[config.mk]
export PLATFORM = sky130hd
export DESIGN_NAME = csv_stream_tokenizer
export DESIGN_NICKNAME = d
export VERILOG_FILES = /design/src/rtl/cst_pkg.sv /design/src/rtl/cst_front.sv /design/src/rtl/cst_back.sv /design/src/rtl/csv_stream_tokenizer.sv
export SDC_FILE = /design/constraint.sdc
export NUM_CORES = 1
export LEC_CHECK = 0
export BUFFER_PORTS_ARGS = -buffer_cell sky130_fd_sc_hd__buf_4
export CORE_ASPECT_RATIO = 1.2
export CORE_MARGIN = 4
export CORE_UTILIZATION = 35
export CTS_CLUSTER_DIAMETER = 100
export DETAILED_ROUTE_END_ITERATION = 12
export PLACE_DENSITY_LB_ADDON = 0.12
export SYNTH_ARGS = -nofsm -noshare
export SYNTH_HDL_FRONTEND = slang
export SYNTH_SLANG_ARGS = --single-unit
[constraint.sdc]
create_clock -name clk_i -period 4 [get_ports clk_i]
set_input_delay 0.6 -clock clk_i [delete_from_list [all_inputs] [get_ports clk_i]]
set_output_delay 0.6 -clock clk_i [all_outputs]
set_load 0.1 [all_outputs]
[src/rtl/cst_pkg.sv]
`timescale 1ns / 1ps
`default_nettype none

package cst_pkg;

  // Field widths of the stream items.
  localparam int unsigned LenW  = 16;
  localparam int unsigned FldW  = 16;
  localparam int unsigned RowW  = 24;
  localparam int unsigned CfgW  = 24;
  localparam int unsigned CfgIdxW = 2;

  // Characters that steer the tokenizer.
  localparam logic [7:0] ChQuote = 8'h22;
  localparam logic [7:0] ChComma = 8'h2C;
  localparam logic [7:0] ChCr    = 8'h0D;
  localparam logic [7:0] ChLf    = 8'h0A;
  localparam logic [7:0] ChHash  = 8'h23;

  // Event codes of a result.
  localparam logic [1:0] EvData   = 2'd0;
  localparam logic [1:0] EvField  = 2'd1;
  localparam logic [1:0] EvRecord = 2'd2;
  localparam logic [1:0] EvError  = 2'd3;

  // Error codes.
  localparam logic [1:0] ErrLength = 2'd0;
  localparam logic [1:0] ErrFields = 2'd1;
  localparam logic [1:0] ErrRows   = 2'd2;
  localparam logic [1:0] ErrQuote  = 2'd3;

  // Item kinds.
  localparam logic KindByte = 1'b0;
  localparam logic KindEod  = 1'b1;

  // Configuration register indexes.
  localparam logic [CfgIdxW-1:0] CfgMaxFieldLen = 2'd0;
  localparam logic [CfgIdxW-1:0] CfgMaxFields   = 2'd1;
  localparam logic [CfgIdxW-1:0] CfgMaxRows     = 2'd2;

  // Configuration reset values.
  localparam logic [LenW-1:0] MaxFieldLenRst = 16'd4096;
  localparam logic [FldW-1:0] MaxFieldsRst   = 16'd256;
  localparam logic [RowW-1:0] MaxRowsRst     = 24'd65535;

  // Byte classes produced by the front end.
  typedef enum logic [2:0] {
    CLS_OTHER,
    CLS_QUOTE,
    CLS_COMMA,
    CLS_CR,
    CLS_LF,
    CLS_HASH
  } cls_e;

  typedef struct packed {
    logic       kind;
    logic [7:0] byte_in;
  } in_item_t;

  typedef struct packed {
    logic [1:0]      event_res;
    logic [7:0]      data_byte;
    logic [1:0]      error_code;
    logic [FldW-1:0] field_number;
    logic [RowW-1:0] row_number;
  } out_item_t;

  // Classified item carried through the queue.
  typedef struct packed {
    logic       kind;
    cls_e       cls;
    logic [7:0] byte_in;
  } tok_t;

  // Limits handed to the parser.
  typedef struct packed {
    logic [LenW-1:0] max_field_len;
    logic [FldW-1:0] max_fields;
    logic [RowW-1:0] row_limit;
  } limits_t;

endpackage

`default_nettype wire

[src/rtl/cst_front.sv]
`timescale 1ns / 1ps
`default_nettype none

module cst_front (
  input  wire logic          clk_i,
  input  wire logic          rst_ni,
  input  wire logic          in_valid_i,
  output logic               in_ready_o,
  input  wire cst_pkg::in_item_t in_data_i,
  output logic               tok_valid_o,
  output cst_pkg::tok_t      tok_o,
  input  wire logic          tok_pop_i
);
  import cst_pkg::*;

  tok_t       entry_q [2];
  logic       wr_ptr_q, wr_ptr_d;
  logic       rd_ptr_q, rd_ptr_d;
  logic [1:0] count_q, count_d;
  tok_t       tok_new;
  logic       push;
  logic       pop;

  // Classify the incoming byte.
  always_comb begin
    tok_new.kind    = in_data_i.kind;
    tok_new.byte_in = in_data_i.byte_in;
    unique case (in_data_i.byte_in)
      ChQuote: tok_new.cls = CLS_QUOTE;
      ChComma: tok_new.cls = CLS_COMMA;
      ChCr:    tok_new.cls = CLS_CR;
      ChLf:    tok_new.cls = CLS_LF;
      ChHash:  tok_new.cls = CLS_HASH;
      default: tok_new.cls = CLS_OTHER;
    endcase
  end

  // Two-entry queue toward the parser.
  assign in_ready_o  = (count_q != 2'd2);
  assign push        = in_valid_i && in_ready_o;
  assign tok_valid_o = (count_q != 2'd0);
  assign pop         = tok_pop_i && tok_valid_o;
  assign tok_o       = entry_q[rd_ptr_q];

  always_comb begin
    wr_ptr_d = push ? ~wr_ptr_q : wr_ptr_q;
    rd_ptr_d = pop ? ~rd_ptr_q : rd_ptr_q;
    count_d  = count_q + {1'b0, push} - {1'b0, pop};
  end

  always_ff @(posedge clk_i or negedge rst_ni) begin
    if (!rst_ni) begin
      wr_ptr_q <= 1'b0;
      rd_ptr_q <= 1'b0;
      count_q  <= 2'd0;
    end else begin
      wr_ptr_q <= wr_ptr_d;
      rd_ptr_q <= rd_ptr_d;
      count_q  <= count_d;
    end
  end

  always_ff @(posedge clk_i) begin
    if (push) begin
      entry_q[wr_ptr_q] <= tok_new;
    end
  end

endmodule

`default_nettype wire

[src/rtl/cst_back.sv]
`timescale 1ns / 1ps
`default_nettype none

module cst_back (
  input  wire logic             clk_i,
  input  wire logic             rst_ni,
  input  wire cst_pkg::limits_t limits_i,
  input  wire logic             tok_valid_i,
  input  wire cst_pkg::tok_t    tok_i,
  output logic                  tok_pop_o,
  output logic                  out_valid_o,
  input  wire logic             out_ready_i,
  output cst_pkg::out_item_t    out_data_o
);
  import cst_pkg::*;

  logic            iq_q, iq_d;
  logic            qp_q, qp_d;
  logic            crp_q, crp_d;
  logic            cmt_q, cmt_d;
  logic            ars_q, ars_d;
  logic            err_q, err_d;
  logic [LenW-1:0] flen_q, flen_d;
  logic [FldW-1:0] fcnt_q, fcnt_d;
  logic [RowW-1:0] rcnt_q, rcnt_d;
  logic            out_valid_q, out_valid_d;
  out_item_t       out_q;

  logic       go;
  logic       emit;
  logic [1:0] ev;
  logic [7:0] data;
  logic [1:0] code;
  logic       do_unq, do_chr, do_fld, do_rec, do_clear;
  logic [7:0] chr;

  // The parser takes a token whenever the output slot is free or drains.
  assign go        = tok_valid_i && (!out_valid_q || out_ready_i);
  assign tok_pop_o = go;

  // Parse one token.
  always_comb begin
    iq_d  = iq_q;
    qp_d  = qp_q;
    crp_d = crp_q;
    cmt_d = cmt_q;
    ars_d = ars_q;
    err_d = err_q;
    flen_d = flen_q;
    fcnt_d = fcnt_q;
    rcnt_d = rcnt_q;
    emit = 1'b0;
    ev   = EvData;
    data = 8'd0;
    code = ErrLength;
    do_unq = 1'b0;
    do_chr = 1'b0;
    do_fld = 1'b0;
    do_rec = 1'b0;
    do_clear = 1'b0;
    chr = tok_i.byte_in;

    if (tok_i.kind == KindEod) begin
      // End of document: close out, then return to the initial state.
      do_clear = 1'b1;
      if (!err_q) begin
        if (iq_q && !qp_q) begin
          emit  = 1'b1;
          ev    = EvError;
          code  = ErrQuote;
        end else if (!ars_q || flen_q != '0 || fcnt_q != '0) begin
          do_rec = 1'b1;
        end
      end
    end else if (!err_q) begin
      if (qp_q) begin
        // Byte after a quote inside a quoted field.
        qp_d = 1'b0;
        if (tok_i.cls == CLS_QUOTE) begin
          do_chr = 1'b1;
        end else begin
          iq_d   = 1'b0;
          do_unq = 1'b1;
        end
      end else if (crp_q && tok_i.cls == CLS_LF) begin
        // LF of a CR LF pair is swallowed.
        crp_d = 1'b0;
      end else begin
        crp_d = 1'b0;
        if (cmt_q) begin
          if (tok_i.cls == CLS_LF) begin
            cmt_d = 1'b0;
          end
        end else if (iq_q) begin
          if (tok_i.cls == CLS_QUOTE) begin
            qp_d = 1'b1;
          end else begin
            do_chr = 1'b1;
          end
        end else begin
          do_unq = 1'b1;
        end
      end

      // Byte in an unquoted position.
      if (do_unq) begin
        if (ars_q && tok_i.cls == CLS_HASH) begin
          cmt_d = 1'b1;
        end else begin
          ars_d = 1'b0;
          case (tok_i.cls) inside
            CLS_QUOTE: iq_d   = 1'b1;
            CLS_COMMA: do_fld = 1'b1;
            CLS_CR, CLS_LF: begin
              do_rec = 1'b1;
              crp_d  = (tok_i.cls == CLS_CR);
            end
            default:   do_chr = 1'b1;
          endcase
        end
      end
    end

    // Data character with the field length limit.
    if (do_chr) begin
      emit = 1'b1;
      if (flen_q >= limits_i.max_field_len) begin
        ev    = EvError;
        code  = ErrLength;
        err_d = 1'b1;
      end else begin
        ev     = EvData;
        data   = chr;
        flen_d = flen_q + 1'b1;
      end
    end

    // Field end with the field count limit.
    if (do_fld) begin
      emit = 1'b1;
      if (fcnt_q >= limits_i.max_fields) begin
        ev    = EvError;
        code  = ErrFields;
        err_d = 1'b1;
      end else begin
        ev     = EvField;
        fcnt_d = fcnt_q + 1'b1;
        flen_d = '0;
      end
    end

    // Record end with the field and row limits.
    if (do_rec) begin
      emit = 1'b1;
      if (fcnt_q >= limits_i.max_fields) begin
        ev    = EvError;
        code  = ErrFields;
        err_d = 1'b1;
        crp_d = 1'b0;
      end else if (rcnt_q >= limits_i.row_limit) begin
        ev    = EvError;
        code  = ErrRows;
        err_d = 1'b1;
        crp_d = 1'b0;
      end else begin
        ev     = EvRecord;
        rcnt_d = rcnt_q + 1'b1;
        fcnt_d = '0;
        flen_d = '0;
        ars_d  = 1'b1;
      end
    end

    if (do_clear) begin
      iq_d   = 1'b0;
      qp_d   = 1'b0;
      crp_d  = 1'b0;
      cmt_d  = 1'b0;
      ars_d  = 1'b1;
      err_d  = 1'b0;
      flen_d = '0;
      fcnt_d = '0;
      rcnt_d = '0;
    end
  end

  // Output slot: refilled by a token with a result, emptied when taken.
  always_comb begin
    if (go) begin
      out_valid_d = emit;
    end else if (out_ready_i) begin
      out_valid_d = 1'b0;
    end else begin
      out_valid_d = out_valid_q;
    end
  end

  always_ff @(posedge clk_i or negedge rst_ni) begin
    if (!rst_ni) begin
      iq_q  <= 1'b0;
      qp_q  <= 1'b0;
      crp_q <= 1'b0;
      cmt_q <= 1'b0;
      ars_q <= 1'b1;
      err_q <= 1'b0;
      flen_q <= '0;
      fcnt_q <= '0;
      rcnt_q <= '0;
      out_valid_q <= 1'b0;
    end else begin
      out_valid_q <= out_valid_d;
      if (go) begin
        iq_q  <= iq_d;
        qp_q  <= qp_d;
        crp_q <= crp_d;
        cmt_q <= cmt_d;
        ars_q <= ars_d;
        err_q <= err_d;
        flen_q <= flen_d;
        fcnt_q <= fcnt_d;
        rcnt_q <= rcnt_d;
      end
    end
  end

  // Result payload; counters are reported as they stood before this token.
  always_ff @(posedge clk_i) begin
    if (go && emit) begin
      out_q.event_res    <= ev;
      out_q.data_byte    <= data;
      out_q.error_code   <= code;
      out_q.field_number <= fcnt_q;
      out_q.row_number   <= rcnt_q;
    end
  end

  assign out_valid_o = out_valid_q;
  assign out_data_o  = out_q;

endmodule

`default_nettype wire

[src/rtl/csv_stream_tokenizer.sv]
`timescale 1ns / 1ps
`default_nettype none

// An accepted input beat is written into the front-end queue; the back end parses
// it into the registered output slot, which holds the result until it is taken.
// Throughput: one beat per cycle while the output slot is free or being taken.
// A two-entry queue splits classification from parsing, so each side stalls alone.
// Reset: asynchronous and active low; parse state returns to record start and
// the limits return to 4096 characters, 256 fields and 65535 records.
module csv_stream_tokenizer (
  input  wire logic                clk_i,
  input  wire logic                rst_ni,
  input  wire logic                in_valid_i,
  output logic                     in_ready_o,
  input  wire cst_pkg::in_item_t   in_data_i,
  output logic                     out_valid_o,
  input  wire logic                out_ready_i,
  output cst_pkg::out_item_t       out_data_o,
  input  wire logic                cfg_we_i,
  input  wire logic [cst_pkg::CfgIdxW-1:0] cfg_idx_i,
  input  wire logic [cst_pkg::CfgW-1:0]    cfg_data_i
);
  import cst_pkg::*;

  limits_t limits_q;
  logic    tok_valid;
  tok_t    tok;
  logic    tok_pop;

  // Limit registers.
  always_ff @(posedge clk_i or negedge rst_ni) begin
    if (!rst_ni) begin
      limits_q.max_field_len <= MaxFieldLenRst;
      limits_q.max_fields    <= MaxFieldsRst;
      limits_q.row_limit     <= MaxRowsRst;
    end else if (cfg_we_i) begin
      unique case (cfg_idx_i)
        CfgMaxFieldLen: limits_q.max_field_len <= cfg_data_i[LenW-1:0];
        CfgMaxFields:   limits_q.max_fields    <= cfg_data_i[FldW-1:0];
        CfgMaxRows:     limits_q.row_limit     <= cfg_data_i[RowW-1:0];
        default: ;
      endcase
    end
  end

  cst_front u_front (
    .clk_i      (clk_i),
    .rst_ni     (rst_ni),
    .in_valid_i (in_valid_i),
    .in_ready_o (in_ready_o),
    .in_data_i  (in_data_i),
    .tok_valid_o(tok_valid),
    .tok_o      (tok),
    .tok_pop_i  (tok_pop)
  );

  cst_back u_back (
    .clk_i      (clk_i),
    .rst_ni     (rst_ni),
    .limits_i   (limits_q),
    .tok_valid_i(tok_valid),
    .tok_i      (tok),
    .tok_pop_o  (tok_pop),
    .out_valid_o(out_valid_o),
    .out_ready_i(out_ready_i),
    .out_data_o (out_data_o)
  );

endmodule

`default_nettype wire

# After elaboration in Yosys (flattened, before gate mapping)
# Memory sizes are Yosys's and may differ from the RTL's.
# Index checks and enable logic that the tools add are counted.
[op_classes]
n_addsub = 5
n_lt_le_gt_ge = 3
n_eq_ne = 17
mux = 134
n_bitwise = 3
reduce_logical = 26
[ops]
columns = ["operator", "n"]
rows = [
  ["$mux W16", 14],
  ["$mux W1", 99],
  ["$mux W24", 4],
  ["$add A16 B1 Y16 const B", 2],
  ["$ge A16 B16 Y1", 2],
  ["$mux W2", 16],
  ["$reduce_bool A16 Y1", 2],
  ["$add A24 B1 Y24 const B", 1],
  ["$eq A8 B6 Y1 const B", 3],
  ["$ge A24 B24 Y1", 1],
  ["$eq A8 B4 Y1 const B", 2],
  ["$pmux W3 S5", 1],
  ["$logic_and A1 B1 Y1", 7],
  ["$eq A3 B2 Y1 const B", 2],
  ["$eq A3 B3 Y1 const B", 2],
  ["$ne A2 B1 Y1 const B", 3],
  ["$reduce_and A2 Y1", 3],
  ["$reduce_bool A2 Y1", 3],
  ["$ne A2 B2 Y1 const B", 2],
  ["$reduce_and A4 Y1", 1],
  ["$reduce_or A2 Y1", 2],
  ["$eq A3 B1 Y1 const B", 1],
  ["$logic_not A1 Y1", 3],
  ["$logic_or A1 B1 Y1", 3],
  ["7 further kinds", 9],
]
[word_totals]
reg_bits = 175
mem_bits_rw = 24
inputBits = 40
out_inout_bits = 54
word_cells = 210
mem_count = 1
[memory_table]
columns = ["memory", "words", "word_bits", "rd", "rd_ports_with_merged_regs", "wr", "line", "source"]
rows = [
  ["u_front.entry_q", 2, 12, 1, 0, 1, "cst_front.sv:16", "tok_t entry_q [2];"],
]

# Logic depth before layout (Yosys ltp)
# Gate-level depths: netlist (run 1).
# An unclocked memory read counts as a cell.
[depth]
word_depth = 21
ltp_mapped = 12
mapped_depth_nobuf = 9

# By module
# From an unflattened synthesis (run 1), not the netlist that was laid out.
[hier_totals]
hier_cells = 898
hier_area_um2 = 10297.4
[by_module_without_submodules]
columns = ["module", "n_inst", "cells_per_inst", "area_each_um2", "seq_area_each_um2"]
rows = [
  ["cst_back", 1, 714, 7015.5, 3139.3],
  ["csv_stream_tokenizer", 1, 119, 2143.3, 1423.9],
  ["cst_front", 1, 65, 1138.6, 820.8],
]

# Worst setup path before layout (run 1)
# OpenSTA, ideal clock, no wires.
[synth_path]
kind = "flip-flop to flip-flop"
start = "reg u_front.rd_ptr_q"
end = "reg u_back.out_q, in the netlist u_back.out_data_o[0], enable pin"
arrival_ns = 3.205
t_required_ns = 3.594
path_slack_ns = 0.389
path_stages_with_launch = 9
path_buffers = 1
period_less_slack_ns = 3.611
cell_sequence = "dfrtp_1 > buf_4 > mux2_4 > or3_1 > a211o_1 > o21ai_0 > nor3_1 > a21o_1 > inv_1"
[synth_via]
elab_chain_cells = 18
[synth_lines]
columns = ["element", "line", "source"]
rows = [
  ["start: declaration", "cst_front.sv:18", "logic rd_ptr_q, rd_ptr_d;"],
  ["start signal: assignment", "cst_front.sv:58", "rd_ptr_q <= rd_ptr_d;"],
  ["$mem_v2 Z2 W12 *", "--", ""],
  ["$eq A3 B1 Y1", "cst_back.sv:79, cst_back.sv:95", ""],
  ["$mux W1", "cst_back.sv:79, cst_back.sv:95", ""],
  ["$mux W1", "cst_back.sv:94", "end else if (iq_q) begin"],
  ["$mux W1", "cst_back.sv:90", "if (cmt_q) begin"],
  ["$mux W1", "cst_back.sv:85", "end else if (crp_q && tok_i.cls == CLS_LF) begin"],
  ["$mux W1", "cst_back.sv:76", "if (qp_q) begin"],
  ["$mux W1 (3 in a row)", "cst_back.sv:111", "case (tok_i.cls) inside"],
  ["$mux W1", "cst_back.sv:107", "if (ars_q && tok_i.cls == CLS_HASH) begin"],
  ["$mux W1", "cst_back.sv:106", "if (do_unq) begin"],
  ["$mux W1", "cst_back.sv:75", "end else if (!err_q) begin"],
  ["$mux W1", "cst_back.sv:63", "if (tok_i.kind == KindEod) begin"],
  ["$mux W1", "cst_back.sv:125", "if (do_chr) begin"],
  ["$mux W1", "cst_back.sv:139", "if (do_fld) begin"],
  ["$mux W1 *", "cst_back.sv:153", "if (do_rec) begin"],
  ["$logic_and A1 B1 Y1 *", "cst_back.sv:228", "if (go && emit) begin"],
  ["end: declaration", "cst_back.sv:27", "out_item_t out_q;"],
]
# Every way passes the cells marked *; elsewhere a longest branch is shown, timed or not. The select of a mux whose other input is x is not followed.
# A chain may end at the register's enable or synchronous reset.

# Worst setup path in the final report (run 1)
[layout_path]
start = "reg u_front.rd_ptr_q"
end = "reg u_back.out_q, in the netlist u_back.out_data_o[8], enable pin"
# Same word-level chain as after synthesis.

==> flow_summary.json, run 1 <==
{
  "status": "complete, no violations",
  "power_frac_seq": 0.323,
  "r2r_cells": 7,
  "synth_top_cell_by_area": "dfrtp_1",
  "path_class": "flip-flop to flip-flop",
  "period_needed_ps": 3597,
  "grt_pass1_vias": 7716,
  "syn_area_per_cell_um2": 10.90,
  "cp_data_required_time_ps": 4140,
  "dr.pass1.iters": 4,
  "grt_pass1_wl_um": 43960,
  "ff2ff_setup_slack_ps": 400,
  "clkPwrFrac": 0.189,
  "p_leak_uw": 0.005351,
  "htree_levels": 4,
  "synth.cell_area_um2": 10320,
  "synth_cells": 947,
  "drc_errors": 0,
  "n_antenna_cell": 0,
  "setup_tns_ps": 0,
  "initial_utilization": 0.3567,
  "rsz0062_at_grt": "false",
  "synth_top_cell_area_share": 0.2522,
  "cts_sinks": 199,
  "dp_slack_ps": 450.7,
  "synth_edf_count": 76,
  "finalNonFillerCells": 1448,
  "crit_slowest_cell": "o311ai_2",
  "drive_gt1_frac": 0.2230,
  "slowest_delay_ps": 740,
  "synth.most_common_cell": "dfrtp_1",
  "crit_fanout": 32,
  "worst_pin_slew_ps": 1118,
  "detail_route.wl_per_cell_um": 19.05,
  "finalMaxSlewViolations": 0,
  "max_freq_ghz": 0.2780,
  "hold_buffers": 0,
  "vias_per_cell": 5.267,
  "clkTransAtPathRegs_ps": 70,
  "fin_crit_sh": 0.8992,
  "maxCapViolCount": 0,
  "port-buffer-count": 93,
  "synthTopCellsByArea": "dfrtp_1, edfxtp_1, ha_1",
  "cp-start-kind": "flip-flop",
  "clock_tree.root_cell": "clkbuf_16",
  "worst_r2r_endpoint": "u_back.out_data_o[8]",
  "syn2layout_area_growth_pct": 18.33,
  "cts.repair.resized": 0,
  "globalRouteTotalUtil": 0.1754,
  "grt.overflow.total": 0,
  "clkLatencyLatePin_ps": 440,
  "grt_start_max_net_pins": 69,
  "fp.dieW_um": 164.7,
  "p_int_uw": 4883,
  "syn_nets": 1050,
  "ys_ff_latch": 199,
  "worstPathCellList": "mux2_2, o41ai_2, o21ba_2, o311ai_2, a21o_1, inv_2, buf_4",
  "cts_made_buffers": 17,
  "drt-total-wl_um": 27590,
  "p_sw_uw": 4720,
  "io_pins": 94,
  "synthArstFlopShare": 0.6181,
  "cts_tree": "done",
  "dp_cells": 1416,
  "yosys_warnings": 0,
  "ir_worst_vdd_mv": 0.7787,
  "regToRegStartpoint": "u_front.rd_ptr_q",
  "die_y_um": 196.1,
  "place_congestion": 0.8283,
  "cts_setup_buffers": 0,
  "synth_common_cells": "dfrtp_1, nand2_1, edfxtp_1, inv_1, ha_1",
  "sw_frac_of_total": 0.4915,
  "critical_path_arrival_ps": 3740,
  "power_density_nw_per_um2": 786.4,
  "placeableCoreArea_um2": 28930,
  "seq_area_frac_synth": 0.5218,
  "num_vias": 7626,
  "pwr-share-comb": 0.488,
  "antenna_found_initial": 0,
  "hold_path_class": "input pin to asynchronous set/reset pin",
  "skew_ps": 9.600,
  "synth_ff_type": "dfrtp_1",
  "layout_setup_ws_ps": 403.3,
  "nets": 1153,
  "setup_viol": 0,
  "slew-limit-headroom": 0.2517,
  "yosysUniqueCellTypes": 67,
  "drtIter0Drc": 388,
  "ant_nets": 0,
  "hold_viol": 0,
  "cts_buffer_depth": 2,
  "design.die.area_um2": 32300,
  "end_kind": "flip-flop",
  "hpwl_um": 19970,
  "rows": 68
}
-- routing by layer --
metal  GRT usage  up-vias  share of wire
met5           0        -              0
met4     0.05732        0          0.022
met3     0.02564       33          0.027
met2      0.2997      140           0.50
met1      0.2280     3717           0.45
li1            -     3736              -
-- layout make-up --
cell class | count | area, um^2
clock inverter | 15 | 193.9
tap | 385 | 481.7
clock buffer | 17 | 425.4
multi-input combinational | 641 | 4538
sequential | 199 | 5384
inverter | 69 | 259.0
timing repair buffer | 122 | 928.4
fill | 2847 | 16720
-- logic make-up after synthesis --
group                      Yosys count  synth area share
AOI/OAI and AO/OA                  204            0.1352
xor gates and xnor gates             7          0.005942
adders and majority gates           63           0.07639
buffers and inverters              107           0.03989
DFF                                199            0.5218
muxes                               65           0.06936
and+or+nand+nor                    302            0.1515
-- metrics by stage --
stage	util	hold WS [ps]	area, um^2	total power, uW
2_1_floorplan	-	304.4	10320	6611
4_1_cts	0.4221	245.8	12210	9732
3_5_place_dp	0.4007	490.4	11590	7887
3_3_place_gp	0.4007	483.7	11590	7857
6_report	0.4221	237.6	12210	9602
5_1_grt	0.4221	290.4	12210	10110
-- layout by cell type, fill, tap and decap left out, drive strengths merged, types with 9 or more instances in the layout --
cell | Yosys | routed
buf | 8 | 122
dfrtp | 104 | 104
nand2 | 82 | 82
edfxtp | 76 | 76
inv | 69 | 73
ha | 63 | 63
nor2 | 47 | 47
mux2 | 46 | 46
o21ai | 40 | 40
a21oi | 38 | 38
nand3 | 29 | 29
a31oi | 27 | 27
nand4 | 22 | 22
dfstp | 19 | 19
mux2i | 19 | 19
nand2b | 18 | 18
or3 | 17 | 17
clkbuf | 30 | 17
and3 | 16 | 16
nor3 | 16 | 16
o211ai | 14 | 14
nor4 | 14 | 14
a211o | 11 | 11
o31ai | 11 | 11
a211oi | 9 | 9
a21o | 9 | 9
or4 | 9 | 9
-- worst max-delay path, delay by kind of cell (launching register included) --
| kind | cells | cell delay (ps) |
|---|---|---|
| buffers and inverters | 2 | 320 |
| multiplexers | 1 | 450 |
| flip-flops | 1 | 540 |
| AO/OA/AOI/OAI | 4 | 1970 |
-- sequential cells by signal, summed over array words and instances (netlist names), 2 cells and up --
| signal | flops |
|---|---|
| limits_q | 56 |
| u_back.fcnt_q | 16 |
| u_back.flen_q | 16 |
| u_back.out_data_o | 52 |
| u_back.rcnt_q | 24 |
| u_front.count_q | 2 |
| u_front.entry_q | 24 |
-- how the worst max path moves through the flow --
stage / depth (start not counted) / end / start
after global placement: 7 / u_back.out_data_o[1] / u_front.rd_ptr_q
after global routing: 7 / u_back.flen_q[1] / u_front.rd_ptr_q
after floorplan: 8 / u_back.out_data_o[0] / u_front.rd_ptr_q
after CTS: 7 / u_back.out_data_o[1] / u_front.rd_ptr_q
after detailed placement: 7 / u_back.out_data_o[1] / u_front.rd_ptr_q
final: 7 / u_back.out_data_o[8] / u_front.rd_ptr_q
-- power groups by stage --
| stage | Clock [uW] | Sequential (uW) | Combinational (uW) |
|---|---|---|---|
| after floorplan | 0 | 5020 | 1590 |
| after global placement | 0 | 3150 | 4700 |
| after detailed placement | 0 | 3150 | 4730 |
| after CTS | 1870 | 3120 | 4740 |
| after global routing | 1950 | 3170 | 5000 |
| final | 1810 | 3100 | 4680 |
No activity file was read; power rests on OpenSTA's default activity.
==> inputs of run 2 (changes only) <==
- BUFFER_PORTS_ARGS: -buffer_cell sky130_fd_sc_hd__buf_4 -> unset
- DONT_BUFFER_PORTS: unset -> 1
==> run 2 against run 1 <==
Effect of this change:
- critical path depth increased by 1
- largest power group is now sequential cells
- sequential cell count unchanged
- critical endpoint is now u_back.flen_q[8]
- clock skew increased by 2.2 ps
- largest cell class unchanged
==> flow_summary.json, run 2 (synthesis results as in run 1) <==
{
  "ff2ff_setup_slack_ps": 580,
  "critical_path_arrival_ps": 3790,
  "setup_viol": 0,
  "regToRegStartpoint": "u_front.rd_ptr_q",
  "ir_worst_vdd_mv": 0.5072,
  "grt.overflow.total": 0,
  "hold_path_class": "input pin to asynchronous set/reset pin",
  "sw_frac_of_total": 0.5052,
  "io_pins": 94,
  "vias_per_cell": 5.414,
  "worst_pin_slew_ps": 1058,
  "end_kind": "flip-flop",
  "cts_setup_buffers": 0,
  "power_frac_seq": 0.544,
  "fillers": 2851,
  "most-common-layout-cells": "dfrtp_1, nand2_1, edfxtp_1",
  "max_freq_ghz": 0.2922,
  "ant_nets": 0,
  "grt_pass1_vias": 7147,
  "syn2layout_area_growth_pct": 12.59,
  "cts_buffer_depth": 2,
  "clkPwrFrac": 0.191,
  "period_needed_ps": 3423,
  "crit_fanout": 19,
  "fp.dieW_um": 164.7,
  "path_class": "flip-flop to flip-flop",
  "largest-register": "limits_q",
  "final_util": 0.4016,
  "setup_tns_ps": 0,
  "port-buffer-count": 0,
  "hpwl_um": 19670,
  "pwr-share-comb": 0.265,
  "drive_gt1_frac": 0.1564,
  "crit_start": "u_front.rd_ptr_q",
  "cp_data_required_time_ps": 4360,
  "placeableCoreArea_um2": 28930,
  "num_vias": 7379,
  "cts_made_buffers": 17,
  "hold_buffers": 2,
  "rows": 68,
  "status": "complete, no violations",
  "design.die.area_um2": 32300,
  "nets": 1068,
  "cp-start-kind": "flip-flop",
  "power_density_nw_per_um2": 798.9,
  "place_congestion": 0.8310,
  "fin_crit_sh": 0.8557,
  "antenna_found_initial": 0,
  "cts.repair.resized": 0,
  "detail_route.wl_per_cell_um": 20.41,
  "placed_cell_area_um2": 10970,
  "clkLatencyLatePin_ps": 440,
  "hold_viol": 0,
  "grt_start_max_net_pins": 105,
  "skew_ps": 11.78,
  "htree_levels": 4,
  "cts_sinks": 199,
  "grt_pass1_wl_um": 43620,
  "finalMaxSlewViolations": 0,
  "worstPathCellList": "mux2_2, o41ai_2, o21ba_2, o311ai_2, or2_1, buf_4, o211ai_1, a31oi_1",
  "fin_area_um2": 11620,
  "drt-total-wl_um": 27820,
  "crit_buf_inv": 1,
  "die_y_um": 196.1,
  "p_leak_uw": 0.004961,
  "final_common_cell": "dfrtp_1",
  "largest_reg_flops": 56,
  "initial_utilization": 0.3567,
  "rsz0062_at_grt": "false",
  "n_antenna_cell": 0,
  "slew-limit-headroom": 0.2922,
  "slowest_delay_ps": 780,
  "globalRouteTotalUtil": 0.1760,
  "crit_slowest_cell": "o311ai_2",
  "cts_tree": "done",
  "clkTransAtPathRegs_ps": 80,
  "p_sw_uw": 4689,
  "dr.pass1.iters": 5,
  "maxCapViolCount": 0,
  "drtIter0Drc": 371,
  "p_int_uw": 4592,
  "clock_tree.root_cell": "clkbuf_16",
  "drc_errors": 0,
  "cp_top_family": "compound AO/OA/AOI/OAI gates"
}
## run 2: changes by cell type in the layout (fill, tap and decap cells not counted), sizes merged
| cell | before | now |
|---|---|---|
| buf | 122 | 37 |
| clkinv | 3 | 6 |
| clkinvlp | 5 | 2 |
| bufinv | 3 | 2 |
| inv | 73 | 74 |
## run 2: cell type report
cell class                 instances  area, um^2  share of cell area
multi-input combinational        641        4549              0.3916
clock inverter                    15       170.2             0.01465
sequential                       199        5384              0.4634
inverter                          69       259.0             0.02229
tap                              385       481.7             0.04146
clock buffer                      17       425.4             0.03662
timing repair buffer              37       347.8             0.02994
## run 2: metrics by stage
| step | total power [uW] | hold slack, ps | std cells | setup WS (ps) |
|---|---|---|---|---|
| 2_1_floorplan | 6611 | 304.4 | 947 | 388.6 |
| 3_3_place_gp | 7534 | 311.0 | 1329 | 657.8 |
| 3_5_place_dp | 7564 | 310.9 | 1329 | 612.5 |
| 4_1_cts | 9397 | 105.0 | 1363 | 554.3 |
| 5_1_grt | 9758 | 64.25 | 1363 | 286.8 |
| 6_report | 9281 | 43.35 | 1363 | 577.2 |
## run 2: worst paths after layout
path,endpoint,cells after the start
hold reg to reg,u_front.wr_ptr_q,1
min in group clk_i,u_front.entry_q[1][4],0
setup reg to reg,u_back.flen_q[8],8
hold / removal,limits_q[40],1
max in group asynchronous,u_back.rcnt_q[1],1
setup / recovery,u_back.flen_q[8],8
## run 2: power groups by stage
stage / Combinational [uW] / Sequential, uW / Clock (uW)
after floorplan: 1590 / 5020 / 0
after global placement: 2430 / 5100 / 0
after detailed placement: 2460 / 5110 / 0
after CTS: 2490 / 5070 / 1830
after global routing: 2740 / 5120 / 1900
final: 2460 / 5050 / 1770
## run 2: worst register-to-register path, delay by kind of cell (launching register included)
kind,cells,cell delay [ps]
flops,1,420
compound gates,5,2070
mux,1,430
buf+inv,1,230
simple gates,1,200
## run 2: metal layers
| metal | global-route usage | share of wire |
|---|---|---|
| met1 | 0.2299 | 0.45 |
| met2 | 0.2992 | 0.50 |
| met3 | 0.02942 | 0.031 |
| met4 | 0.05208 | 0.018 |
| met5 | 0 | 0 |
